===== src/sv/n6502_pkg.sv =====
// Package: beat types, opcode codes and field constants of the unofficial opcode ALU.
package n6502_pkg;

  typedef struct packed {
    logic [7:0] kind;
    logic [7:0] operand;
    logic [7:0] reg_a;
    logic [7:0] reg_x;
    logic [7:0] reg_y;
    logic [7:0] reg_sp;
    logic [3:0] flags_in;
    logic [7:0] addr_high;
    logic       page_cross;
  } req_t;

  typedef struct packed {
    logic [7:0] new_a;
    logic [7:0] new_x;
    logic [7:0] new_sp;
    logic [3:0] flags_out;
    logic       write_enable;
    logic [7:0] write_data;
    logic [3:0] cycle_count;
    logic       halt;
    logic       handled;
  } res_t;

  // flag positions
  localparam int unsigned FlagN = 3;
  localparam int unsigned FlagV = 2;
  localparam int unsigned FlagZ = 1;
  localparam int unsigned FlagC = 0;

  localparam logic [7:0] SignBit  = 8'h80;
  localparam logic [7:0] Bit6Mask = 8'h40;
  localparam logic [7:0] Bit5Mask = 8'h20;

  // read-modify-write columns (low five opcode bits)
  localparam logic [4:0] ColIzx = 5'h03;
  localparam logic [4:0] ColZp  = 5'h07;
  localparam logic [4:0] ColAbs = 5'h0F;
  localparam logic [4:0] ColIzy = 5'h13;
  localparam logic [4:0] ColZpx = 5'h17;
  localparam logic [4:0] ColAby = 5'h1B;
  localparam logic [4:0] ColAbx = 5'h1F;

  // read-modify-write groups (top three opcode bits)
  localparam logic [2:0] GrpSlo   = 3'd0;
  localparam logic [2:0] GrpRla   = 3'd1;
  localparam logic [2:0] GrpSre   = 3'd2;
  localparam logic [2:0] GrpRra   = 3'd3;
  localparam logic [2:0] GrpStore = 3'd4;
  localparam logic [2:0] GrpLoad  = 3'd5;
  localparam logic [2:0] GrpDcp   = 3'd6;
  localparam logic [2:0] GrpIsb   = 3'd7;

  // jam opcodes
  localparam logic [7:0] OpKil02 = 8'h02, OpKil12 = 8'h12, OpKil22 = 8'h22;
  localparam logic [7:0] OpKil32 = 8'h32, OpKil42 = 8'h42, OpKil52 = 8'h52;
  localparam logic [7:0] OpKil62 = 8'h62, OpKil72 = 8'h72, OpKil92 = 8'h92;
  localparam logic [7:0] OpKilB2 = 8'hB2, OpKilD2 = 8'hD2, OpKilF2 = 8'hF2;

  // nops reported with the minimum cycle count
  localparam logic [7:0] OpNop1A = 8'h1A, OpNop3A = 8'h3A, OpNop5A = 8'h5A;
  localparam logic [7:0] OpNop7A = 8'h7A, OpNopDA = 8'hDA, OpNopFA = 8'hFA;
  localparam logic [7:0] OpNop80 = 8'h80, OpNop82 = 8'h82, OpNop89 = 8'h89;
  localparam logic [7:0] OpNopC2 = 8'hC2, OpNopE2 = 8'hE2;

  // zero page nops
  localparam logic [7:0] OpNop04 = 8'h04, OpNop44 = 8'h44, OpNop64 = 8'h64;

  // zero page,X and absolute nops
  localparam logic [7:0] OpNop14 = 8'h14, OpNop34 = 8'h34, OpNop54 = 8'h54;
  localparam logic [7:0] OpNop74 = 8'h74, OpNopD4 = 8'hD4, OpNopF4 = 8'hF4;
  localparam logic [7:0] OpNop0C = 8'h0C;

  // absolute,X nops
  localparam logic [7:0] OpNop1C = 8'h1C, OpNop3C = 8'h3C, OpNop5C = 8'h5C;
  localparam logic [7:0] OpNop7C = 8'h7C, OpNopDC = 8'hDC, OpNopFC = 8'hFC;

  localparam logic [7:0] OpSaxIzx = 8'h83, OpSaxZp = 8'h87;
  localparam logic [7:0] OpSaxAbs = 8'h8F, OpSaxZpy = 8'h97;

  localparam logic [7:0] OpLaxIzx = 8'hA3, OpLaxZp = 8'hA7, OpLaxAbs = 8'hAF;
  localparam logic [7:0] OpLaxIzy = 8'hB3, OpLaxZpy = 8'hB7, OpLaxAby = 8'hBF;
  localparam logic [7:0] OpLaxImm = 8'hAB;

  localparam logic [7:0] OpAnc0B = 8'h0B, OpAnc2B = 8'h2B;
  localparam logic [7:0] OpAlr   = 8'h4B, OpArr = 8'h6B, OpXaa = 8'h8B;
  localparam logic [7:0] OpAxs   = 8'hCB, OpSbcEB = 8'hEB;
  localparam logic [7:0] OpShaIzy = 8'h93, OpShaAby = 8'h9F;
  localparam logic [7:0] OpShy   = 8'h9C, OpShx = 8'h9E, OpTas = 8'h9B;
  localparam logic [7:0] OpLas   = 8'hBB;

  localparam logic [3:0] CycMin = 4'd2;
  localparam logic [3:0] CycMax = 4'd8;

endpackage


===== src/sv/nmos6502_unofficial_opcode_alu_core.sv =====
// Top level: registered execute unit for the undocumented NMOS 6502 opcodes.
//
// One instruction beat is taken at every rising edge with start high; busy stays
// low, so beats can follow back to back, one per cycle. The beat is registered,
// decoded and executed through one pass of 8-bit logic (the 9-bit adder and the
// flag logic after it set the path), and the result is registered in res_q and
// appears on res_o, marked by valid_o, which is high for a single cycle per result.
// The receiver cannot stall; it must take each result when valid_o is high.
// Decimal mode is not modelled.
module nmos6502_unofficial_opcode_alu_core (
  input  logic            clk_i,
  input  logic            rst_ni,
  input  logic            start,
  output logic            busy,
  input  n6502_pkg::req_t req_i,
  output logic            valid_o,
  output n6502_pkg::res_t res_o
);

  logic            in_valid_q;
  n6502_pkg::req_t in_q;
  logic            out_valid_q;
  n6502_pkg::res_t res_q;
  n6502_pkg::res_t res_d;

  assign busy    = 1'b0;
  assign valid_o = out_valid_q;
  assign res_o   = res_q;

  always_ff @(posedge clk_i or negedge rst_ni) begin
    if (!rst_ni) begin
      in_valid_q  <= 1'b0;
      out_valid_q <= 1'b0;
    end else begin
      in_valid_q  <= start;
      out_valid_q <= in_valid_q;
    end
  end

  always_ff @(posedge clk_i) begin
    if (start) begin
      in_q <= req_i;
    end
    if (in_valid_q) begin
      res_q <= res_d;
    end
  end

  function automatic logic [6:0] a_and_m_hi(input logic [7:0] a, input logic [7:0] b);
    logic [7:0] t;
    t = a & b;
    return t[7:1];
  endfunction

  // execute
  logic [7:0] op;
  logic [4:0] col;
  logic [2:0] grp;
  logic [7:0] m;
  logic [7:0] hmask;
  logic [7:0] a_and_x;
  logic       c_in;
  logic       is_rmw;
  logic [7:0] mod_m;     // modified memory byte of a read-modify-write
  logic [7:0] add_b;     // adder operand
  logic       add_cin;
  logic [8:0] sum;
  logic [8:0] diff;
  logic [7:0] cmp_a;
  logic [7:0] cmp_b;
  logic [7:0] arr_r;
  logic [7:0] t_and;

  assign op      = in_q.kind;
  assign col     = op[4:0];
  assign grp     = op[7:5];
  assign m       = in_q.operand;
  assign hmask   = in_q.addr_high + 8'd1;
  assign a_and_x = in_q.reg_a & in_q.reg_x;
  assign c_in    = in_q.flags_in[n6502_pkg::FlagC];
  assign is_rmw  = (col == n6502_pkg::ColIzx || col == n6502_pkg::ColZp ||
                    col == n6502_pkg::ColAbs || col == n6502_pkg::ColIzy ||
                    col == n6502_pkg::ColZpx || col == n6502_pkg::ColAby ||
                    col == n6502_pkg::ColAbx) &&
                   grp != n6502_pkg::GrpStore && grp != n6502_pkg::GrpLoad;

  always_comb begin
    unique case (grp)
      n6502_pkg::GrpSlo: mod_m = {m[6:0], 1'b0};
      n6502_pkg::GrpRla: mod_m = {m[6:0], c_in};
      n6502_pkg::GrpSre: mod_m = {1'b0, m[7:1]};
      n6502_pkg::GrpRra: mod_m = {c_in, m[7:1]};
      n6502_pkg::GrpDcp: mod_m = m - 8'd1;
      n6502_pkg::GrpIsb: mod_m = m + 8'd1;
      default:           mod_m = m;
    endcase
  end

  // RRA adds the rotated byte; ISB and SBC add the inverted byte
  always_comb begin
    if (is_rmw && grp == n6502_pkg::GrpRra) begin
      add_b = mod_m;
    end else if (is_rmw) begin
      add_b = ~mod_m;
    end else begin
      add_b = ~m;
    end
  end

  // RRA feeds the bit rotated out of the byte into the add
  assign add_cin = (is_rmw && grp == n6502_pkg::GrpRra) ? m[0] : c_in;
  assign sum = {1'b0, in_q.reg_a} + {1'b0, add_b} + {8'd0, add_cin};

  // DCP compares A with the decremented byte; AXS compares A&X with the operand
  assign cmp_a = is_rmw ? in_q.reg_a : a_and_x;
  assign cmp_b = is_rmw ? mod_m : m;
  assign diff  = {1'b0, cmp_a} - {1'b0, cmp_b};

  assign arr_r = {c_in, a_and_m_hi(in_q.reg_a, m)};
  assign t_and = m & in_q.reg_sp;

  always_comb begin
    logic       n, v, z, c;
    logic [7:0] r;
    logic       nz_upd;
    logic [7:0] sum_r;
    sum_r = sum[7:0];
    n = in_q.flags_in[n6502_pkg::FlagN];
    v = in_q.flags_in[n6502_pkg::FlagV];
    z = in_q.flags_in[n6502_pkg::FlagZ];
    c = c_in;
    r = 8'd0;
    nz_upd = 1'b0;
    res_d = '0;
    res_d.new_a       = in_q.reg_a;
    res_d.new_x       = in_q.reg_x;
    res_d.new_sp      = in_q.reg_sp;
    res_d.cycle_count = n6502_pkg::CycMin;
    res_d.handled     = 1'b1;

    if (is_rmw) begin
      unique case (grp)
        n6502_pkg::GrpSlo: begin
          c = m[7];
          res_d.new_a = in_q.reg_a | mod_m;
        end
        n6502_pkg::GrpRla: begin
          c = m[7];
          res_d.new_a = in_q.reg_a & mod_m;
        end
        n6502_pkg::GrpSre: begin
          c = m[0];
          res_d.new_a = in_q.reg_a ^ mod_m;
        end
        n6502_pkg::GrpDcp: begin
          c = ~diff[8];
        end
        default: begin
          // RRA and ISB add through the shared adder
          c = sum[8];
          v = ((~(in_q.reg_a ^ add_b)) & (in_q.reg_a ^ sum_r) & n6502_pkg::SignBit) != 8'd0;
          res_d.new_a = sum_r;
        end
      endcase
      r = (grp == n6502_pkg::GrpDcp) ? diff[7:0] : res_d.new_a;
      nz_upd = 1'b1;
      res_d.write_enable = 1'b1;
      res_d.write_data   = mod_m;
      unique case (col)
        n6502_pkg::ColIzx: res_d.cycle_count = 4'd8;
        n6502_pkg::ColZp:  res_d.cycle_count = 4'd5;
        n6502_pkg::ColAbs: res_d.cycle_count = 4'd6;
        n6502_pkg::ColIzy: res_d.cycle_count = 4'd8;
        n6502_pkg::ColZpx: res_d.cycle_count = 4'd6;
        default:           res_d.cycle_count = 4'd7;
      endcase
    end else begin
      unique case (op)
        n6502_pkg::OpKil02, n6502_pkg::OpKil12, n6502_pkg::OpKil22,
        n6502_pkg::OpKil32, n6502_pkg::OpKil42, n6502_pkg::OpKil52,
        n6502_pkg::OpKil62, n6502_pkg::OpKil72, n6502_pkg::OpKil92,
        n6502_pkg::OpKilB2, n6502_pkg::OpKilD2, n6502_pkg::OpKilF2: begin
          res_d.halt = 1'b1;
        end
        n6502_pkg::OpNop1A, n6502_pkg::OpNop3A, n6502_pkg::OpNop5A,
        n6502_pkg::OpNop7A, n6502_pkg::OpNopDA, n6502_pkg::OpNopFA,
        n6502_pkg::OpNop80, n6502_pkg::OpNop82, n6502_pkg::OpNop89,
        n6502_pkg::OpNopC2, n6502_pkg::OpNopE2: begin
          res_d.cycle_count = n6502_pkg::CycMin;
        end
        n6502_pkg::OpNop04, n6502_pkg::OpNop44, n6502_pkg::OpNop64: begin
          res_d.cycle_count = 4'd3;
        end
        n6502_pkg::OpNop14, n6502_pkg::OpNop34, n6502_pkg::OpNop54,
        n6502_pkg::OpNop74, n6502_pkg::OpNopD4, n6502_pkg::OpNopF4,
        n6502_pkg::OpNop0C: begin
          res_d.cycle_count = 4'd4;
        end
        n6502_pkg::OpNop1C, n6502_pkg::OpNop3C, n6502_pkg::OpNop5C,
        n6502_pkg::OpNop7C, n6502_pkg::OpNopDC, n6502_pkg::OpNopFC: begin
          res_d.cycle_count = 4'd4 + {3'd0, in_q.page_cross};
        end
        n6502_pkg::OpSaxIzx, n6502_pkg::OpSaxZp,
        n6502_pkg::OpSaxAbs, n6502_pkg::OpSaxZpy: begin
          res_d.write_enable = 1'b1;
          res_d.write_data   = a_and_x;
          if (op == n6502_pkg::OpSaxIzx) begin
            res_d.cycle_count = 4'd6;
          end else if (op == n6502_pkg::OpSaxZp) begin
            res_d.cycle_count = 4'd3;
          end else begin
            res_d.cycle_count = 4'd4;
          end
        end
        n6502_pkg::OpLaxIzx, n6502_pkg::OpLaxZp, n6502_pkg::OpLaxAbs,
        n6502_pkg::OpLaxIzy, n6502_pkg::OpLaxZpy, n6502_pkg::OpLaxAby,
        n6502_pkg::OpLaxImm: begin
          res_d.new_a = m;
          res_d.new_x = m;
          r = m;
          nz_upd = 1'b1;
          unique case (op)
            n6502_pkg::OpLaxIzx: res_d.cycle_count = 4'd6;
            n6502_pkg::OpLaxZp:  res_d.cycle_count = 4'd3;
            n6502_pkg::OpLaxIzy: res_d.cycle_count = 4'd5 + {3'd0, in_q.page_cross};
            n6502_pkg::OpLaxAby: res_d.cycle_count = 4'd4 + {3'd0, in_q.page_cross};
            n6502_pkg::OpLaxImm: res_d.cycle_count = n6502_pkg::CycMin;
            default:             res_d.cycle_count = 4'd4;
          endcase
        end
        n6502_pkg::OpAnc0B, n6502_pkg::OpAnc2B: begin
          r = in_q.reg_a & m;
          res_d.new_a = r;
          nz_upd = 1'b1;
          c = r[7];
        end
        n6502_pkg::OpAlr: begin
          r = {1'b0, a_and_m_hi(in_q.reg_a, m)};
          c = in_q.reg_a[0] & m[0];
          res_d.new_a = r;
          nz_upd = 1'b1;
        end
        n6502_pkg::OpArr: begin
          r = arr_r;
          c = (arr_r & n6502_pkg::Bit6Mask) != 8'd0;
          v = ((arr_r & n6502_pkg::Bit6Mask) != 8'd0) !=
              ((arr_r & n6502_pkg::Bit5Mask) != 8'd0);
          res_d.new_a = r;
          nz_upd = 1'b1;
        end
        n6502_pkg::OpXaa: begin
          r = in_q.reg_x & m;
          res_d.new_a = r;
          nz_upd = 1'b1;
        end
        n6502_pkg::OpAxs: begin
          c = ~diff[8];
          r = diff[7:0];
          res_d.new_x = r;
          nz_upd = 1'b1;
        end
        n6502_pkg::OpSbcEB: begin
          c = sum[8];
          v = ((~(in_q.reg_a ^ add_b)) & (in_q.reg_a ^ sum_r) & n6502_pkg::SignBit) != 8'd0;
          r = sum_r;
          res_d.new_a = r;
          nz_upd = 1'b1;
        end
        n6502_pkg::OpShaIzy, n6502_pkg::OpShaAby: begin
          res_d.write_enable = 1'b1;
          res_d.write_data   = a_and_x & hmask;
          res_d.cycle_count  = (op == n6502_pkg::OpShaIzy) ? 4'd6 : 4'd5;
        end
        n6502_pkg::OpShy: begin
          res_d.write_enable = 1'b1;
          res_d.write_data   = in_q.reg_y & hmask;
          res_d.cycle_count  = 4'd5;
        end
        n6502_pkg::OpShx: begin
          res_d.write_enable = 1'b1;
          res_d.write_data   = in_q.reg_x & hmask;
          res_d.cycle_count  = 4'd5;
        end
        n6502_pkg::OpTas: begin
          res_d.new_sp       = a_and_x;
          res_d.write_enable = 1'b1;
          res_d.write_data   = a_and_x & hmask;
          res_d.cycle_count  = 4'd5;
        end
        n6502_pkg::OpLas: begin
          r = t_and;
          res_d.new_a  = t_and;
          res_d.new_x  = t_and;
          res_d.new_sp = t_and;
          nz_upd = 1'b1;
          res_d.cycle_count = 4'd4 + {3'd0, in_q.page_cross};
        end
        default: begin
          res_d.handled = 1'b0;
        end
      endcase
    end

    if (nz_upd) begin
      n = r[7];
      z = (r == 8'd0);
    end
    res_d.flags_out = {n, v, z, c};
  end

endmodule


===== config.mk =====
export PLATFORM = sky130hd
export DESIGN_NAME = nmos6502_unofficial_opcode_alu_core
export DESIGN_NICKNAME = d
export VERILOG_FILES = /design/src/sv/n6502_pkg.sv /design/src/sv/nmos6502_unofficial_opcode_alu_core.sv
export SDC_FILE = /design/constraint.sdc
export NUM_CORES = 1
export LEC_CHECK = 0
export ABC_AREA = 1
export ABC_CLOCK_PERIOD_IN_PS = 9100
export BUFFER_PORTS_ARGS = -buffer_cell sky130_fd_sc_hd__buf_2
export CORE_UTILIZATION = 45
export DETAILED_ROUTE_END_ITERATION = 10
export PLACE_DENSITY = 0.62
export SLEW_MARGIN = 30
export SYNTH_ARGS = -nofsm -noshare
export SYNTH_HDL_FRONTEND = slang
export SYNTH_SLANG_ARGS = --single-unit

===== constraint.sdc =====
create_clock -name clk_i -period 9.1 [get_ports clk_i]
set_clock_uncertainty 0.2 [all_clocks]
set_input_delay 0.91 -clock clk_i [delete_from_list [all_inputs] [get_ports clk_i]]
set_output_delay 0.91 -clock clk_i [all_outputs]
set_load 0.03 [all_outputs]

==> impl_metrics.yaml <==
clocking:
  path_clk_slew_ps: 70
  cts_hold_buffers: 0
  cts_root_buffer: "clkbuf_16"
  cts_setup_buffers: 0
  ctsResizeCount: 0
  clock_sinks: 106
  clock_path_buffers: 2
  cts-buffers-inserted: 9
  cts_tree: "done"
  cts_max_level: 3
  clk_latency_ps: 370
drt:
  wl_um: 25400
  dr.pass1.iters: 6
  viasPerCell: 5.67
  drc: 0
  ant_nets: 0
  dr.first_iter.drc_count: 880
  routedWlPerCell_um: 20.4
  vias: 7051
synth:
  ys.warnings.count: 0
  seq_area_frac_synth_pct: 42.4
  yosys.area.top_type_share_pct: 41.7
  ys_async_sr_fraction_pct: 1.89
  ys.flop_type: "edfxtp_1"
  syn_nets: 1020
  synth.distinct_cells: 52
  synth_edf_count: 104
  syn_inst: 916
  yosys.area.top_type: "edfxtp_1"
  syn-mean-instance-area_um2: 8.18
  synthTopCellsByArea: "edfxtp_1 (42%), nand2_1 (12%), ha_1 (6.0%)"
  synth-seq-cells: 106
  syn-cell-area_um2: 7490
setup_path:
  required_ps: 9020
  crit_arrival_ps: 4600
  path_class: "reg2reg"
  rr_startpoint: "op[6]"
  crit_path_start_kind: "register"
  worst_setup_path_end_kind: "register"
  crit_path_max_fanout: 35
  r2r_setup_slack_ps: 4420
  startpoint: "op[6]"
power_and_ir_drop:
  swShare_pct: 35.9
  clockPowerShare_pct: 27.5
  vdd_ir_drop_max_mv: 0.127
  p_leak_nw: 3.94
  pwr-share-seq_pct: 43.4
  p_int_mw: 0.940
  cellPowerDensity_nw_per_um2: 172
  power_frac_comb_pct: 29.1
  p_sw_mw: 0.526
global_route:
  grt_max_degree: 63
  grt_pass1_vias: 6569
  grt.overflow.total: 0
  grt_pass1_wl_um: 37700
  antenna_found_initial: 0
  globalRouteTotalUtil_pct: 30.7
layout:
  post-route-util_pct: 53.1
  final_nets: 1127
  diodes: 0
  fill_cells: 1578
  final_cell_area_um2: 8530
  area_delta_synth_final_pct: 14.0
  drive_gt1_share_pct: 18.5
sta:
  holdWs_ps: 116
  fin_crit_ps: 4680
  setup_tns_ps: 0
  relSlewSlack_pct: 44.8
  fmax_mhz: 214
  hold_viol: 0
  slew_viol_final: 0
  min_period_over_period_pct: 51.4
  tightest_slew_ps: 828
  rsz0062_at_grt: "false"
  setup_viol: 0
status:
  status: "finished clean"
floorplanning:
  start_util_pct: 46.6
  io_pins: 109
  fp.dieH_um: 131
  fp.dieArea_um2: 17200
  die_w_um: 131
  rows: 46
  core_area_um2: 16100
min_path:
  hp-class: "in2async"
run:
  cap_violations: 0
placement:
  gp_congestion: 0.956
  dp_hpwl_um: 19500
  io_buffer_count: 107
  post_dp_cell_area_um2: 8230
## critical path, stage by stage, from the launching register on
cell and delay (ps):
edfxtp_1 580, inv_2 180, nand2_4 160, inv_2 210, nor3_4 70, inv_2 550
nor2_4 150, nand2_1 110, o21ai_0 120, fa_1 490, fa_1 450, nand3_1 100
nand3_1 100, nand2_1 80, nand2_1 50, nand2_1 70, nand2_1 70, nand2_1 60
nand2_1 90, o21ai_0 220, nor2_1 80, nand2_1 60, nor2_1 40, nand3_1 80
nand2_1 50
## final timing paths
path                         endpoint  cells after the start
setup / recovery            res_o[16]                     24
hold / removal             in_valid_q                      1
setup reg to reg            res_o[16]                     24
hold reg to reg             res_o[16]                      2
max in group asynchronous  in_valid_q                      1
min in group clk_i          res_o[16]                      2
## layout by cell type (no fill, tap or decap), types with 6 or more instances in the layout
cell type / count
a21oi_1: 29
xnor2_1: 7
nor2_2: 11
nor2_1: 73
or2_2: 7
o21ai_1: 7
edfxtp_1: 104
o2111ai_1: 10
nor3_1: 13
o21ai_0: 52
nand2_2: 8
nand3_1: 63
xor2_1: 6
clkbuf_16: 9
nand2_1: 238
ha_1: 36
inv_1: 106
nand4_1: 27
o221ai_1: 14
inv_2: 16
a31oi_1: 9
o211ai_1: 11
buf_2: 107
## cell families (layout without fill, tap and decap cells)
family | after synthesis | count (layout) | share of synthesized area, %
xor gates and xnor gates | 13 | 13 | 1.52
buffers and inverters | 136 | 248 | 7.20
AOI/OAI and AO/OA | 153 | 153 | 13.0
DFF | 106 | 106 | 42.4
and+or+nand+nor | 467 | 467 | 28.8
other | 1 | 1 | 0.0501
adders and majority gates | 40 | 40 | 7.08
## stage by stage
stage / instances / worst slack [ps] / total power, mW
floorplan: 916 / 5220 / 0.923
global placement: 1228 / 4460 / 1.06
detailed placement: 1228 / 4480 / 1.06
CTS: 1244 / 4450 / 1.46
global route: 1244 / 4000 / 1.54
finish: 1244 / 4420 / 1.47
## area by class of cell
class                      instances  area (µm²)  share of cell area [%]
clock inverter                     7        73.8                   0.865
tap                              216         270                    3.17
inverter                         123         462                    5.41
sequential                       106        3180                    37.2
multi-input combinational        674        3780                    44.2
clock buffer                       9         225                    2.64
timing repair buffer             109         551                    6.45
## routing by layer
layer  global-route usage (%)  up-vias  routed length (µm)
li1                         -     3384                   -
met1                     43.1     3251               11600
met2                     46.2      364               10800
met3                     6.60       52                2130
met4                     11.5        0                 826
met5                        0        -                   0
## power groups by stage
stage | clock, mW | combinational, mW | sequential (mW)
2_1_floorplan | 0 | 0.251 | 0.672
4_1_cts | 0.409 | 0.419 | 0.635
3_3_place_gp | 0 | 0.417 | 0.645
5_1_grt | 0.424 | 0.472 | 0.642
6_report | 0.403 | 0.426 | 0.636
3_5_place_dp | 0 | 0.417 | 0.645
## synthesized netlist by cell type (all sizes together) (2+ instances only)
| library cell | n |
|---|---|
| o21bai | 2 |
| dfrtp | 2 |
| nor4 | 4 |
| nand3 | 67 |
| a221oi | 3 |
| nor2 | 88 |
| xor2 | 6 |
| o221ai | 14 |
| ha | 36 |
| xnor2 | 7 |
| o21ai | 60 |
| o211ai | 13 |
| nor3 | 18 |
| nand4 | 27 |
| a31oi | 9 |
| edfxtp | 104 |
| a22oi | 2 |
| o22ai | 3 |
| fa | 4 |
| or2 | 7 |
| buf | 10 |
| a211oi | 2 |
| nand2 | 250 |
| nand3b | 3 |
| a21oi | 29 |
| o2111ai | 10 |
| clkbuf | 3 |
| o311ai | 2 |
| inv | 122 |
## flip-flops by register name (all words and copies together) (netlist names)
register / flops
valid_o: 1
res_o: 43
op: 8
in_valid_q: 1
in_q: 44
arr_r: 1
m: 8
(Power assumes the default switching activity.)
